**src/rtl/core/wqg_pkg.sv**
```systemverilog
`timescale 1ns / 1ps
// wqg_pkg: shared constants, command word and codes of the work queue gather scheduler
// no dependencies

package wqg_pkg;

  localparam int NUM_QUEUES  = 32;
  localparam int QIDX_BITS   = 5;
  localparam int PTR_BITS    = 16;
  localparam int SLOT_BITS   = 16;
  localparam int SIZE_BITS   = 17;
  localparam int ADDR_BITS   = 32;
  localparam int OFS_BITS    = 17;
  localparam int BATCH_MAX   = 4;
  localparam int CNT_BITS    = 3;
  localparam int WRAP_SPAN   = 32;
  localparam int WRAP_BITS   = $clog2(WRAP_SPAN);
  localparam int ROOM_BITS   = WRAP_BITS + 1;
  localparam int ENTRY_SHIFT = 4;
  localparam int CMDQ_DEPTH  = 2;
  localparam int CMDQ_PTR_BITS = 1;
  localparam int CMDQ_CNT_BITS = 2;

  typedef enum logic [1:0] {
    ST_DISPATCH = 2'd0,
    ST_NO_QUEUE = 2'd1,
    ST_NO_WORK  = 2'd2,
    ST_STORED   = 2'd3
  } status_t;

  typedef enum logic {
    CMD_UPDATE = 1'b0,
    CMD_GATHER = 1'b1
  } cmd_kind_t;

  typedef enum logic [2:0] {
    S_IDLE = 3'b001,
    S_CALC = 3'b010,
    S_EMIT = 3'b100
  } back_state_t;

  typedef struct packed {
    cmd_kind_t              kind;
    logic [QIDX_BITS-1:0]   queue;
    logic [PTR_BITS-1:0]    write_ptr;
    logic                   shut;
    logic [PTR_BITS-1:0]    ptr_mask;
    logic [ADDR_BITS-1:0]   base_lo;
    logic [ADDR_BITS-1:0]   base_hi;
  } cmd_t;

endpackage

```
**src/rtl/core/wqg_front.sv**
```systemverilog
`timescale 1ns / 1ps
// wqg_front: input stage, classifies each word and builds the command word
// depends on wqg_pkg

module wqg_front (
  input  logic                              clk,
  input  logic                              rst,
  input  logic                              in_valid,
  output logic                              in_ready,
  input  logic                              opcode,
  input  logic [wqg_pkg::QIDX_BITS-1:0]     queue_index,
  input  logic [wqg_pkg::PTR_BITS-1:0]      write_pointer,
  input  logic                              shut_down,
  input  logic [wqg_pkg::SIZE_BITS-1:0]     queue_entries,
  input  logic [wqg_pkg::ADDR_BITS-1:0]     base_address_low,
  input  logic [wqg_pkg::ADDR_BITS-1:0]     base_address_high,
  output logic                              cmd_valid,
  input  logic                              cmd_ready,
  output wqg_pkg::cmd_t                     cmd
);

  wqg_pkg::cmd_t decoded;
  wqg_pkg::cmd_t hold;
  logic          hold_valid;

  // size zero gives an all-ones mask, same as size minus one
  always_comb begin
    decoded.kind      = wqg_pkg::cmd_kind_t'(opcode);
    decoded.queue     = queue_index;
    decoded.write_ptr = write_pointer;
    decoded.shut      = shut_down;
    decoded.ptr_mask  = wqg_pkg::PTR_BITS'(queue_entries - wqg_pkg::SIZE_BITS'(1));
    decoded.base_lo   = base_address_low;
    decoded.base_hi   = base_address_high;
  end

  assign in_ready  = !hold_valid || cmd_ready;
  assign cmd_valid = hold_valid;
  assign cmd       = hold;

  always_ff @(posedge clk) begin
    if (rst) begin
      hold_valid <= 1'b0;
    end else if (in_ready) begin
      hold_valid <= in_valid;
    end
  end

  always_ff @(posedge clk) begin
    if (in_valid && in_ready) begin
      hold <= decoded;
    end
  end

endmodule

```
**src/rtl/core/wqg_cmd_queue.sv**
```systemverilog
`timescale 1ns / 1ps
// wqg_cmd_queue: short command queue between front and back
// depends on wqg_pkg

module wqg_cmd_queue (
  input  logic          clk,
  input  logic          rst,
  input  logic          push_valid,
  output logic          push_ready,
  input  wqg_pkg::cmd_t push_cmd,
  output logic          pop_valid,
  input  logic          pop_ready,
  output wqg_pkg::cmd_t pop_cmd
);

  wqg_pkg::cmd_t                       slots [wqg_pkg::CMDQ_DEPTH];
  logic [wqg_pkg::CMDQ_PTR_BITS-1:0]   wr_ptr;
  logic [wqg_pkg::CMDQ_PTR_BITS-1:0]   rd_ptr;
  logic [wqg_pkg::CMDQ_CNT_BITS-1:0]   count;
  logic                                push;
  logic                                pop;

  assign push_ready = count != wqg_pkg::CMDQ_CNT_BITS'(wqg_pkg::CMDQ_DEPTH);
  assign pop_valid  = count != '0;
  assign pop_cmd    = slots[rd_ptr];
  assign push       = push_valid && push_ready;
  assign pop        = pop_valid && pop_ready;

  always_ff @(posedge clk) begin
    if (rst) begin
      wr_ptr <= '0;
      rd_ptr <= '0;
      count  <= '0;
    end else begin
      if (push) begin
        wr_ptr <= wr_ptr + wqg_pkg::CMDQ_PTR_BITS'(1);
      end
      if (pop) begin
        rd_ptr <= rd_ptr + wqg_pkg::CMDQ_PTR_BITS'(1);
      end
      if (push && !pop) begin
        count <= count + wqg_pkg::CMDQ_CNT_BITS'(1);
      end else if (pop && !push) begin
        count <= count - wqg_pkg::CMDQ_CNT_BITS'(1);
      end
    end
  end

  always_ff @(posedge clk) begin
    if (push) begin
      slots[wr_ptr] <= push_cmd;
    end
  end

endmodule

```
**src/rtl/core/wqg_back.sv**
```systemverilog
`timescale 1ns / 1ps
// wqg_back: descriptor cache, queue pick, batch sizing and dispatch word output
// depends on wqg_pkg

module wqg_back (
  input  logic                              clk,
  input  logic                              rst,
  input  logic                              cmd_valid,
  output logic                              cmd_ready,
  input  wqg_pkg::cmd_t                     cmd,
  output logic                              out_valid,
  input  logic                              out_ready,
  output logic [1:0]                        status,
  output logic [wqg_pkg::QIDX_BITS-1:0]     picked_queue,
  output logic [wqg_pkg::ADDR_BITS-1:0]     entry_address_low,
  output logic [wqg_pkg::ADDR_BITS-1:0]     entry_address_high,
  output logic [wqg_pkg::OFS_BITS-1:0]      buffer_offset,
  output logic [wqg_pkg::CNT_BITS-1:0]      batch_count,
  output logic                              last
);

  localparam int NQ = wqg_pkg::NUM_QUEUES;
  localparam int QB = wqg_pkg::QIDX_BITS;
  localparam int PB = wqg_pkg::PTR_BITS;
  localparam int AB = wqg_pkg::ADDR_BITS;
  localparam int CB = wqg_pkg::CNT_BITS;

  // descriptor cache
  logic [PB-1:0]  wp_mem      [NQ];
  logic           shut_mem    [NQ];
  logic [PB-1:0]  mask_mem    [NQ];
  logic [AB-1:0]  base_lo_mem [NQ];
  logic [AB-1:0]  base_hi_mem [NQ];
  logic [PB-1:0]  rp_mem      [NQ];
  logic [NQ-1:0]  desc_written;

  logic [NQ-1:0]                   en_mask;
  logic [NQ-1:0]                   snapshot;
  logic [wqg_pkg::SLOT_BITS-1:0]   slot_count;
  wqg_pkg::back_state_t            state;
  wqg_pkg::back_state_t            state_next;

  logic [QB-1:0]                   pick_q;
  logic [PB-1:0]                   run_start;
  logic [AB-1:0]                   run_lo;
  logic [AB-1:0]                   run_hi;
  logic [wqg_pkg::SLOT_BITS-1:0]   run_slot;
  logic [CB-1:0]                   run_num;
  logic [CB-1:0]                   run_idx;

  logic                            out_free;
  logic                            take;
  logic [PB-1:0]                   upd_rp;
  logic                            upd_enable;
  logic [NQ-1:0]                   snap_fill;
  logic [NQ-1:0]                   snap_live;
  logic [NQ-1:0]                   low_bit;
  logic [QB-1:0]                   low_idx;

  logic [PB-1:0]                   calc_rp;
  logic [PB-1:0]                   calc_avail;
  logic [wqg_pkg::ROOM_BITS-1:0]   calc_room;
  logic [CB-1:0]                   calc_num;
  logic                            calc_skip;

  logic [PB:0]                     emit_sum;
  logic [AB-1:0]                   emit_lo;
  logic [wqg_pkg::OFS_BITS-1:0]    emit_ofs;
  logic                            emit_last;

  logic                            out_load;
  wqg_pkg::status_t                nx_status;
  logic [QB-1:0]                   nx_q;
  logic [AB-1:0]                   nx_lo;
  logic [AB-1:0]                   nx_hi;
  logic [wqg_pkg::OFS_BITS-1:0]    nx_ofs;
  logic [CB-1:0]                   nx_cnt;
  logic                            nx_last;

  assign out_free  = !out_valid || out_ready;
  assign cmd_ready = (state == wqg_pkg::S_IDLE) && out_free;
  assign take      = cmd_valid && cmd_ready;

  // update: queue enable from cached read pointer
  assign upd_rp     = desc_written[cmd.queue] ? rp_mem[cmd.queue] : '0;
  assign upd_enable = !cmd.shut && (cmd.write_ptr != upd_rp);

  // gather: snapshot refill and lowest-bit pick
  assign snap_fill = (snapshot == '0) ? en_mask : snapshot;
  assign snap_live = snap_fill & en_mask;
  assign low_bit   = snap_live & (~snap_live + NQ'(1));

  always_comb begin
    low_idx = '0;
    for (int k = 0; k < NQ; k++) begin
      if (low_bit[k]) begin
        low_idx = low_idx | QB'(k);
      end
    end
  end

  // batch size, clipped at the wrap boundary
  assign calc_rp    = rp_mem[pick_q];
  assign calc_avail = wp_mem[pick_q] - calc_rp;
  assign calc_room  = wqg_pkg::ROOM_BITS'(wqg_pkg::WRAP_SPAN)
                    - wqg_pkg::ROOM_BITS'(calc_rp[wqg_pkg::WRAP_BITS-1:0]);

  always_comb begin
    logic [CB-1:0] want;
    if (calc_avail > PB'(wqg_pkg::BATCH_MAX)) begin
      want = CB'(wqg_pkg::BATCH_MAX);
    end else begin
      want = calc_avail[CB-1:0];
    end
    if (wqg_pkg::ROOM_BITS'(want) > calc_room) begin
      calc_num = calc_room[CB-1:0];
    end else begin
      calc_num = want;
    end
  end

  assign calc_skip = shut_mem[pick_q] || (calc_num == '0);

  assign emit_sum  = {1'b0, run_start} + (PB + 1)'(run_idx);
  assign emit_lo   = run_lo + (AB'(emit_sum) << wqg_pkg::ENTRY_SHIFT);
  assign emit_ofs  = wqg_pkg::OFS_BITS'(run_slot) + wqg_pkg::OFS_BITS'(run_idx);
  assign emit_last = (run_idx + CB'(1)) == run_num;

  always_comb begin
    state_next = state;
    out_load   = 1'b0;
    nx_status  = wqg_pkg::ST_DISPATCH;
    nx_q       = '0;
    nx_lo      = '0;
    nx_hi      = '0;
    nx_ofs     = '0;
    nx_cnt     = '0;
    nx_last    = 1'b1;
    unique case (state)
      wqg_pkg::S_IDLE: begin
        if (take) begin
          if (cmd.kind == wqg_pkg::CMD_UPDATE) begin
            out_load  = 1'b1;
            nx_status = wqg_pkg::ST_STORED;
            nx_q      = cmd.queue;
          end else if (snap_live == '0) begin
            out_load  = 1'b1;
            nx_status = wqg_pkg::ST_NO_QUEUE;
          end else begin
            state_next = wqg_pkg::S_CALC;
          end
        end
      end
      wqg_pkg::S_CALC: begin
        if (!calc_skip) begin
          state_next = wqg_pkg::S_EMIT;
        end else if (out_free) begin
          out_load   = 1'b1;
          nx_status  = wqg_pkg::ST_NO_WORK;
          nx_q       = pick_q;
          state_next = wqg_pkg::S_IDLE;
        end
      end
      wqg_pkg::S_EMIT: begin
        if (out_free) begin
          out_load  = 1'b1;
          nx_status = wqg_pkg::ST_DISPATCH;
          nx_q      = pick_q;
          nx_lo     = emit_lo;
          nx_hi     = run_hi;
          nx_ofs    = emit_ofs;
          nx_cnt    = run_num;
          nx_last   = emit_last;
          if (emit_last) begin
            state_next = wqg_pkg::S_IDLE;
          end
        end
      end
      default: begin
        state_next = wqg_pkg::S_IDLE;
      end
    endcase
  end

  always_ff @(posedge clk) begin
    if (rst) begin
      state        <= wqg_pkg::S_IDLE;
      out_valid    <= 1'b0;
      en_mask      <= '0;
      snapshot     <= '0;
      slot_count   <= '0;
      desc_written <= '0;
    end else begin
      state <= state_next;
      if (out_load) begin
        out_valid <= 1'b1;
      end else if (out_ready) begin
        out_valid <= 1'b0;
      end
      if (state == wqg_pkg::S_IDLE && take) begin
        if (cmd.kind == wqg_pkg::CMD_UPDATE) begin
          desc_written[cmd.queue] <= 1'b1;
          en_mask[cmd.queue]      <= upd_enable;
        end else begin
          snapshot <= snap_live & ~low_bit;
        end
      end
      if (state == wqg_pkg::S_CALC && !calc_skip) begin
        slot_count <= slot_count + wqg_pkg::SLOT_BITS'(calc_num);
      end
    end
  end

  always_ff @(posedge clk) begin
    if (out_load) begin
      status             <= nx_status;
      picked_queue       <= nx_q;
      entry_address_low  <= nx_lo;
      entry_address_high <= nx_hi;
      buffer_offset      <= nx_ofs;
      batch_count        <= nx_cnt;
      last               <= nx_last;
    end
    if (state == wqg_pkg::S_IDLE && take) begin
      if (cmd.kind == wqg_pkg::CMD_UPDATE) begin
        wp_mem[cmd.queue]      <= cmd.write_ptr;
        shut_mem[cmd.queue]    <= cmd.shut;
        mask_mem[cmd.queue]    <= cmd.ptr_mask;
        base_lo_mem[cmd.queue] <= cmd.base_lo;
        base_hi_mem[cmd.queue] <= cmd.base_hi;
        if (!desc_written[cmd.queue]) begin
          rp_mem[cmd.queue] <= '0;
        end
      end else begin
        pick_q <= low_idx;
      end
    end
    if (state == wqg_pkg::S_CALC && !calc_skip) begin
      rp_mem[pick_q] <= calc_rp + PB'(calc_num);
      run_start      <= calc_rp & mask_mem[pick_q];
      run_lo         <= base_lo_mem[pick_q];
      run_hi         <= base_hi_mem[pick_q];
      run_slot       <= slot_count;
      run_num        <= calc_num;
      run_idx        <= '0;
    end
    if (state == wqg_pkg::S_EMIT && out_free) begin
      run_idx <= run_idx + CB'(1);
    end
  end

  a_emit_num: assert property (@(posedge clk) disable iff (rst)
    state == wqg_pkg::S_EMIT |-> run_num != '0 && run_num <= CB'(wqg_pkg::BATCH_MAX))
    else $error("batch size out of range during dispatch");

  a_emit_idx: assert property (@(posedge clk) disable iff (rst)
    state == wqg_pkg::S_EMIT |-> run_idx < run_num)
    else $error("dispatch index past batch size");

  a_pick_enabled: assert property (@(posedge clk) disable iff (rst)
    state == wqg_pkg::S_CALC |-> en_mask[pick_q])
    else $error("picked queue is not enabled");

  a_single_last: assert property (@(posedge clk) disable iff (rst)
    out_valid && status != wqg_pkg::ST_DISPATCH |-> last)
    else $error("non-dispatch word without last");

  a_gather_flow: assert property (@(posedge clk) disable iff (rst)
    take && cmd.kind == wqg_pkg::CMD_GATHER |=>
      state == wqg_pkg::S_CALC || (out_valid && status == wqg_pkg::ST_NO_QUEUE))
    else $error("gather neither picked a queue nor reported none enabled");

endmodule

```
**src/rtl/core/work_queue_gather_scheduler_core.sv**
```systemverilog
`timescale 1ns / 1ps
// work_queue_gather_scheduler_core: top level, front stage, command queue and back end
// a 2-word command queue after the front hold register decouples the input side; the back end
// takes commands only in S_IDLE and loads the output word in S_IDLE (update, empty gather),
// S_CALC (no work) or S_EMIT (up to 4 dispatch words, one word per cycle unless stalled)
// reset: synchronous, clears enables, snapshot, slot counter and descriptor-written marks
// a never-written queue reads with read pointer zero, no clearing pass

module work_queue_gather_scheduler_core (
  input  logic                              clk,
  input  logic                              rst,
  input  logic                              in_valid,
  output logic                              in_ready,
  input  logic                              opcode,
  input  logic [wqg_pkg::QIDX_BITS-1:0]     queue_index,
  input  logic [wqg_pkg::PTR_BITS-1:0]      write_pointer,
  input  logic                              shut_down,
  input  logic [wqg_pkg::SIZE_BITS-1:0]     queue_entries,
  input  logic [wqg_pkg::ADDR_BITS-1:0]     base_address_low,
  input  logic [wqg_pkg::ADDR_BITS-1:0]     base_address_high,
  output logic                              out_valid,
  input  logic                              out_ready,
  output logic [1:0]                        status,
  output logic [wqg_pkg::QIDX_BITS-1:0]     picked_queue,
  output logic [wqg_pkg::ADDR_BITS-1:0]     entry_address_low,
  output logic [wqg_pkg::ADDR_BITS-1:0]     entry_address_high,
  output logic [wqg_pkg::OFS_BITS-1:0]      buffer_offset,
  output logic [wqg_pkg::CNT_BITS-1:0]      batch_count,
  output logic                              last
);

  logic          fr_valid;
  logic          fr_ready;
  wqg_pkg::cmd_t fr_cmd;
  logic          bk_valid;
  logic          bk_ready;
  wqg_pkg::cmd_t bk_cmd;

  wqg_front u_front (
    .clk               (clk),
    .rst               (rst),
    .in_valid          (in_valid),
    .in_ready          (in_ready),
    .opcode            (opcode),
    .queue_index       (queue_index),
    .write_pointer     (write_pointer),
    .shut_down         (shut_down),
    .queue_entries     (queue_entries),
    .base_address_low  (base_address_low),
    .base_address_high (base_address_high),
    .cmd_valid         (fr_valid),
    .cmd_ready         (fr_ready),
    .cmd               (fr_cmd)
  );

  wqg_cmd_queue u_cmd_queue (
    .clk        (clk),
    .rst        (rst),
    .push_valid (fr_valid),
    .push_ready (fr_ready),
    .push_cmd   (fr_cmd),
    .pop_valid  (bk_valid),
    .pop_ready  (bk_ready),
    .pop_cmd    (bk_cmd)
  );

  wqg_back u_back (
    .clk                (clk),
    .rst                (rst),
    .cmd_valid          (bk_valid),
    .cmd_ready          (bk_ready),
    .cmd                (bk_cmd),
    .out_valid          (out_valid),
    .out_ready          (out_ready),
    .status             (status),
    .picked_queue       (picked_queue),
    .entry_address_low  (entry_address_low),
    .entry_address_high (entry_address_high),
    .buffer_offset      (buffer_offset),
    .batch_count        (batch_count),
    .last               (last)
  );

endmodule

```
**config.mk**
```make
export PLATFORM = sky130hd
export DESIGN_NAME = work_queue_gather_scheduler_core
export DESIGN_NICKNAME = d
export VERILOG_FILES = /design/src/rtl/core/wqg_pkg.sv /design/src/rtl/core/wqg_front.sv /design/src/rtl/core/wqg_cmd_queue.sv /design/src/rtl/core/wqg_back.sv /design/src/rtl/core/work_queue_gather_scheduler_core.sv
export SDC_FILE = /design/constraint.sdc
export NUM_CORES = 2
export LEC_CHECK = 0
export BUFFER_PORTS_ARGS = -buffer_cell sky130_fd_sc_hd__buf_2
export CAP_MARGIN = 20
export CORE_MARGIN = 3
export CORE_UTILIZATION = 45
export DETAILED_ROUTE_END_ITERATION = 8
export SLEW_MARGIN = 20
export SYNTH_ARGS = -nofsm -noshare
export SYNTH_HDL_FRONTEND = slang
export SYNTH_SLANG_ARGS = --single-unit
```
**constraint.sdc**
```tcl
create_clock -name clk -period 25.6 [get_ports clk]
set_input_delay 5.12 -clock clk [delete_from_list [all_inputs] [get_ports clk]]
set_output_delay 5.12 -clock clk [all_outputs]
set_load 0.05 [all_outputs]
```
=== Word-level counts from Yosys, hierarchy flattened ===
Memory sizes are Yosys's and may differ from the RTL's. A register that Yosys moved wholly into a read port is not among the register bits.
Cells that the tools add are included.

* Add/sub/neg operators: 14
* Magnitude comparators: 4
* Equality and inequality tests: 14
* Muxes and demuxes: 171
* Bitwise operators: 7
* Reduce and logical (&&, ||, !) cells: 38

{| class="wikitable"
|+ Operators with widths
! kind !! count
|-
| 2-to-1 mux 32 bit || 20
|-
| 2-to-1 mux 5 bit || 34
|-
| AND 32 bit || 3
|-
| 2-to-1 mux 3 bit || 29
|-
| logical NOT 32 bit || 2
|-
| 2-to-1 mux 16 bit || 4
|-
| inverter 32 bit || 2
|-
| 2-to-1 mux 1 bit || 46
|-
| 2-to-1 mux 2 bit || 21
|-
| adder 16 x 3 -> 17 bit || 2
|-
| 2-to-1 mux 17 bit || 2
|-
| adder 16 x 3 -> 16 bit || 2
|-
| adder 32 x 1 -> 32 bit (second input constant) || 1
|-
| adder 32 x 21 -> 32 bit || 1
|-
| bitwise mux 32 bit || 1
|-
| 2-to-1 mux 4 bit || 8
|-
| OR 32 bit || 1
|-
| AND 16 bit || 1
|-
| greater-than comparator 16 x 3 -> 1 bit (second input constant) || 1
|-
| != test 16 bit || 1
|-
| nonzero test 2 bit || 8
|-
| OR reduction 16 bit || 1
|-
| subtractor 16 x 1 -> 16 bit (second input constant) || 1
|-
| subtractor 16 bit || 1
|-
| 28 further kinds || 55
|}

* Register bits: 359
* Bits in writable memories: 3822
* Bits of input ports: 108
* Output and inout port bits: 94
* Logic and storage cells: 284
* Memories kept: 7

{| class="wikitable"
|+ Memory list
! name !! depth !! width !! read ports !! clocked after Yosys merged registers in !! write ports !! line !! source
|-
| u_back.base_hi_mem || 32 || 32 || 1 || 1 || 1 || wqg_back.sv:33 || <nowiki>logic [AB-1:0] base_hi_mem [NQ];</nowiki>
|-
| u_back.base_lo_mem || 32 || 32 || 1 || 1 || 1 || wqg_back.sv:32 || <nowiki>logic [AB-1:0] base_lo_mem [NQ];</nowiki>
|-
| u_back.mask_mem || 32 || 16 || 1 || 1 || 1 || wqg_back.sv:31 || <nowiki>logic [PB-1:0] mask_mem [NQ];</nowiki>
|-
| u_back.rp_mem || 32 || 16 || 2 || 1 || 1 || wqg_back.sv:34 || <nowiki>logic [PB-1:0] rp_mem [NQ];</nowiki>
|-
| u_back.wp_mem || 32 || 16 || 1 || 1 || 1 || wqg_back.sv:29 || <nowiki>logic [PB-1:0] wp_mem [NQ];</nowiki>
|-
| u_cmd_queue.slots || 2 || 103 || 1 || 1 || 1 || wqg_cmd_queue.sv:16 || <nowiki>wqg_pkg::cmd_t slots [wqg_pkg::CMDQ_DEPTH];</nowiki>
|-
| +1 memories || - || - || - || - || - || - ||
|}

=== Logic depth before layout (Yosys ltp) ===
* Depth in word-level cells: 40
* Gate-level depth with buffers: 44
* Mapped depth without buffers: 34

=== Modules after synthesis ===
Synthesis repeated with hierarchy kept, for this count alone.

* Cell total of the unflattened synthesis: 7589
* Area, all modules: 167575.7 um2

{| class="wikitable"
|+ By module, submodules not included
! module !! times used !! cells each !! area an instance (um2) !! seq. area each (um2)
|-
| wqg_back || 1 || 7098 || 156483.8 || 116962.2
|-
| wqg_cmd_queue || 1 || 344 || 7669.9 || 6286.0
|-
| wqg_front || 1 || 147 || 3422.0 || 3113.0
|}

=== Least setup slack after synthesis ===
Ideal clock, no wire load.

* Path type: register to register
* Start: reg (tool-made name)
* End: reg u_back.batch_count[0] (netlist bit), enable pin
* Setup time: 544 ps
* Arrival time: 11438 ps
* Data required time: 25056 ps
* Slack: 13618 ps
* Stages on the path, launching flop included: 32
* Path buffers: 9
* Period minus slack after synthesis: 11982 ps
* Cells stage by stage: dfxtp_1 -> buf_2 -> buf_4 -> buf_4 -> buf_2 -> buf_2 -> buf_2 -> buf_2 -> buf_1 -> buf_2 -> mux4_2 -> mux4_2 -> nand2_1 -> nand2_1 -> ha_1 -> a2111oi_0 -> o21a_1 -> and3_1 -> nor2_1 -> or3_1 -> a211oi_1 -> nand2b_1 -> nor4b_1 -> nand2_1 -> ha_1 -> nand3_1 -> nor4_2 -> a211o_1 -> o41ai_1 -> o211ai_1 -> and3b_1 -> nor2_1

{| class="wikitable"
|+ RTL lines
! what !! line !! source
|-
| end signal, assigned || wqg_back.sv:221 || <nowiki>batch_count <= nx_cnt;</nowiki>
|-
| end, declared || wqg_back.sv:18 || <nowiki>output logic [wqg_pkg::CNT_BITS-1:0] batch_count,</nowiki>
|}

==> run_results.csv <==
group,metric,value,unit
outcome,run_status,"completed",
cts,post_cts_buffers,0,
synth,avgSynthCellArea,21.8,µm²
critical_path,cp.arrival,14350,ps
timing,post-route-period-util,53.4,%
cts,path_clk_slew,60,ps
cts,cts_tree,"built",
pwr,power_density,94.3,nW/µm²
synth,synth_seq_cells,4250,
synth,yosys_warnings,0,
final_layout,nFillCells,28900,
detailed_routing,viasPerCell,6.21,
grt,grt_pass1_vias,84200,
timing,relSlewSlack,19.6,%
critical_path,critical-path-top-delay-family,"buffers and inverters",
final_layout,final_nets,8319,
synth,synth_most_common_cell,"edfxtp_1",
placed_design,port_buffers,200,
cts,cts_resized,0,
synth,ys_seq_area_share,75.4,%
timing,min_period,13680,ps
synth,async_flop_share,0,%
cts,clock_sinks,4250,
final_layout,seq_area,126000,µm²
critical_path,cp_common_cell,"buf_4",
critical_path,cp-end-kind,"flop",
synth,synth_top_area_share,73.9,%
die,die_x,616,µm
grt,grt_pass1_wl,646,mm
pwr,switchingPower,0.00493,W
die,fp-row-count,223,
detailed_routing,routedWlPerCell,34.0,µm
synth,synthFlopType,"edfxtp_1",
grt,overflow,0,
die,die_h,616,µm
synth,syn_area,168000,µm²
pwr,p_sw_share,27.6,%
cts,clk_latency,980,ps
die,io_pins,202,
run,cap_violations,0,
timing,hold_violations,0,
critical_path,critical_path_class,"reg2reg",
timing,tns,0,ps
timing,setup_violations,0,
detailed_routing,first_pass_iters,5,
pwr,internal_power,0.0130,W
timing,fmax,73.1,MHz
timing,rsz0062_at_grt,"false",
placed_design,gp_congestion,0.862,
detailed_routing,route.detailed.drc,0,
timing,worst_slew_pin_slew,1200,ps
die,fp.coreArea,370000,µm²
cts,cts_inserted_buffers,431,
timing,maxSlewViolCount,0,
final_layout,fin_util,51.3,%
cts,cts_hold_buf,0,
min_path,hold_class,"reg2reg",
timing,skew,50.3,ps
detailed_routing,drt_iter0_drc,9478,
grt,grtUsageTotal,23.9,%
synth,synth-edff-count,4124,
cts,clockBufferDepth,4,
grt,antenna_found_initial,10,
placed_design,dp_hpwl,243,mm
detailed_routing,routed_wl,458,mm
critical_path,start_kind,"flop",
grt,grt_max_degree,121,
synth,syn-instance-count,7692,
pwr,seqPwrFrac,45.9,%
critical_path,cp_slowest_stage_delay,940,ps
cts,cts_root_buffer,"clkbuf_16",
critical_path,critPathBufInv,6,
synth,netlist_top_cells_count,"edfxtp_1 (4,124), mux4_2 (1,246), nor2_1 (268)",
final_layout,area_growth,13.3,%
detailed_routing,vias,83700,
die,start_util,45.3,%
final_layout,multi_input_area,40200,µm²
die,dieArea,380000,µm²
synth,synth_area_leaders,"edfxtp_1 (74%), mux4_2 (17%), dfxtp_1 (1.5%), mux2_2 (1.2%), nor2_1 (0.60%)",
critical_path,worstPathRequired,26270,ps
pwr,power_frac_comb,19.4,%
cts,htreeDepth,5,
detailed_routing,ant_nets,0,
pwr,ir_worst_vdd,59.9,µV
critical_path,slowest_stage,"buf_4",
synth,yosysTopAreaCell,"edfxtp_1",
synth,ys_types,84,
pwr,leakage,58.3,nW
pwr,power.share.clock,34.8,%
critical_path,path_max_fanout,68,
final_layout,layout-drive-gt1-share,30.2,%
synth,synth_nets,7855,
[final timing paths]
check	from	end	slack (ps)	cells past startpoint
min reg2reg	u_front.cmd[18]$_DFFE_PP_	u_cmd_queue.slots[1][18]$_DFFE_PP_	440	0
min	u_front.cmd[18]$_DFFE_PP_	u_cmd_queue.slots[1][18]$_DFFE_PP_	440	0
max	flop	u_back.rp_mem[4][15]$_DFFE_PP_	11920	35
max reg2reg	flop	u_back.rp_mem[4][15]$_DFFE_PP_	11920	35
[metal layers]
layer / global-route usage [%] / part of all wire (%) / up-vias
met5: 0 / 0.0028 / -
met4: 6.96 / 3.2 / 2
met3: 3.92 / 7.3 / 711
met2: 38.8 / 49 / 3614
met1: 33.6 / 41 / 45900
li1: - / - / 33400
[registers in the layout, summed over array words and instances (netlist names), 5 cells and up, named ones only]
register / flops
u_back.base_hi_mem: 1024
u_back.base_lo_mem: 1024
u_back.mask_mem: 512
u_back.rp_mem: 512
u_back.wp_mem: 512
u_cmd_queue.slots: 206
u_front.cmd: 103
u_back.desc_written: 32
u_back.en_mask: 32
u_back.entry_address_high: 32
u_back.entry_address_low: 32
u_back.run_hi: 32
u_back.run_lo: 32
u_back.shut_mem: 32
u_back.snapshot: 31
u_back.buffer_offset: 17
u_back.run_slot: 16
u_back.run_start: 16
u_back.slot_count: 16
u_back.pick_q: 5
u_back.picked_queue: 5
[power groups by stage]
stage / registers, W / logic, W / clock network (W)
6_report: 0.00821 / 0.00346 / 0.00623
4_1_cts: 0.00821 / 0.00350 / 0.00633
3_5_place_dp: 0.00836 / 0.00349 / 0
5_1_grt: 0.00823 / 0.00369 / 0.00661
2_1_floorplan: 0.00855 / 0.00221 / 0
3_3_place_gp: 0.00835 / 0.00345 / 0
[layout make-up]
type,instances,share of cell area (%)
Timing Repair Buffer,426,1.59
Tap cell,4950,3.26
Clock buffer,511,5.93
Inverter,51,0.109
Clock inverter,283,1.41
Multi-Input combinational cell,2996,21.2
Antenna cell,6,0.00791
Sequential cell,4250,66.5
[kinds of logic after synthesis]
| kind of cell | synth area share [%] |
|---|---|
| AND/OR/NAND/NOR | 2.41 |
| XOR/XNOR | 0.486 |
| multiplexers | 18.2 |
| adder cells (fa/ha/maj) | 0.438 |
| flip-flops | 75.4 |
| AO/OA/AOI/OAI | 1.94 |
| buffers and inverters | 1.10 |
[metrics by stage]
stage / setup slack, ps / cell area [µm²] / total power [W] / hold slack, ps / instances
after floorplan: 13620 / 168000 / 0.0108 / 406 / 7692
after global placement: 11850 / 176000 / 0.0118 / 424 / 12700
after detailed placement: 11820 / 176000 / 0.0118 / 430 / 12700
after CTS: 11790 / 190000 / 0.0180 / 444 / 13500
after global routing: 11090 / 190000 / 0.0185 / 453 / 13500
final: 11920 / 190000 / 0.0179 / 435 / 13500
[worst reg2reg max path: cells and delay by family (launching register included)]
family,cells,cell delay (ps)
AOI/OAI and AO/OA,6,1810
xor gates and xnor gates,1,190
adders and majority gates,3,1010
buffers and inverters,6,4590
DFF,1,830
muxes,2,890
and+or+nand+nor,17,4110
[placed cells by master (no fill, tap or decap), types with 14 or more instances in the layout]
| master | n |
|---|---|
| o21bai_1 | 15 |
| o22ai_1 | 59 |
| nand2b_1 | 21 |
| or3_1 | 25 |
| buf_12 | 22 |
| nor2_1 | 233 |
| buf_4 | 200 |
| buf_2 | 199 |
| nor2_4 | 35 |
| dfxtp_1 | 121 |
| a21o_1 | 18 |
| clkbuf_16 | 438 |
| clkinv_2 | 84 |
| nand2_1 | 240 |
| and2_1 | 50 |
| ha_1 | 49 |
| a21oi_1 | 147 |
| edfxtp_1 | 4124 |
| o21ai_0 | 113 |
| nand4_1 | 26 |
| and3_1 | 18 |
| o22ai_4 | 14 |
| o22ai_2 | 16 |
| nor3_1 | 46 |
| clkbuf_1 | 71 |
| bufinv_16 | 44 |
| nor2b_1 | 21 |
| xor2_1 | 50 |
| mux2_2 | 173 |
| nand3_1 | 57 |
| a211oi_1 | 14 |
| mux4_2 | 1246 |
| xnor2_1 | 43 |
| clkinv_1 | 116 |
| mux2i_1 | 49 |
| inv_1 | 47 |
| o21a_1 | 16 |
Power figures use the tool's default switching activity.
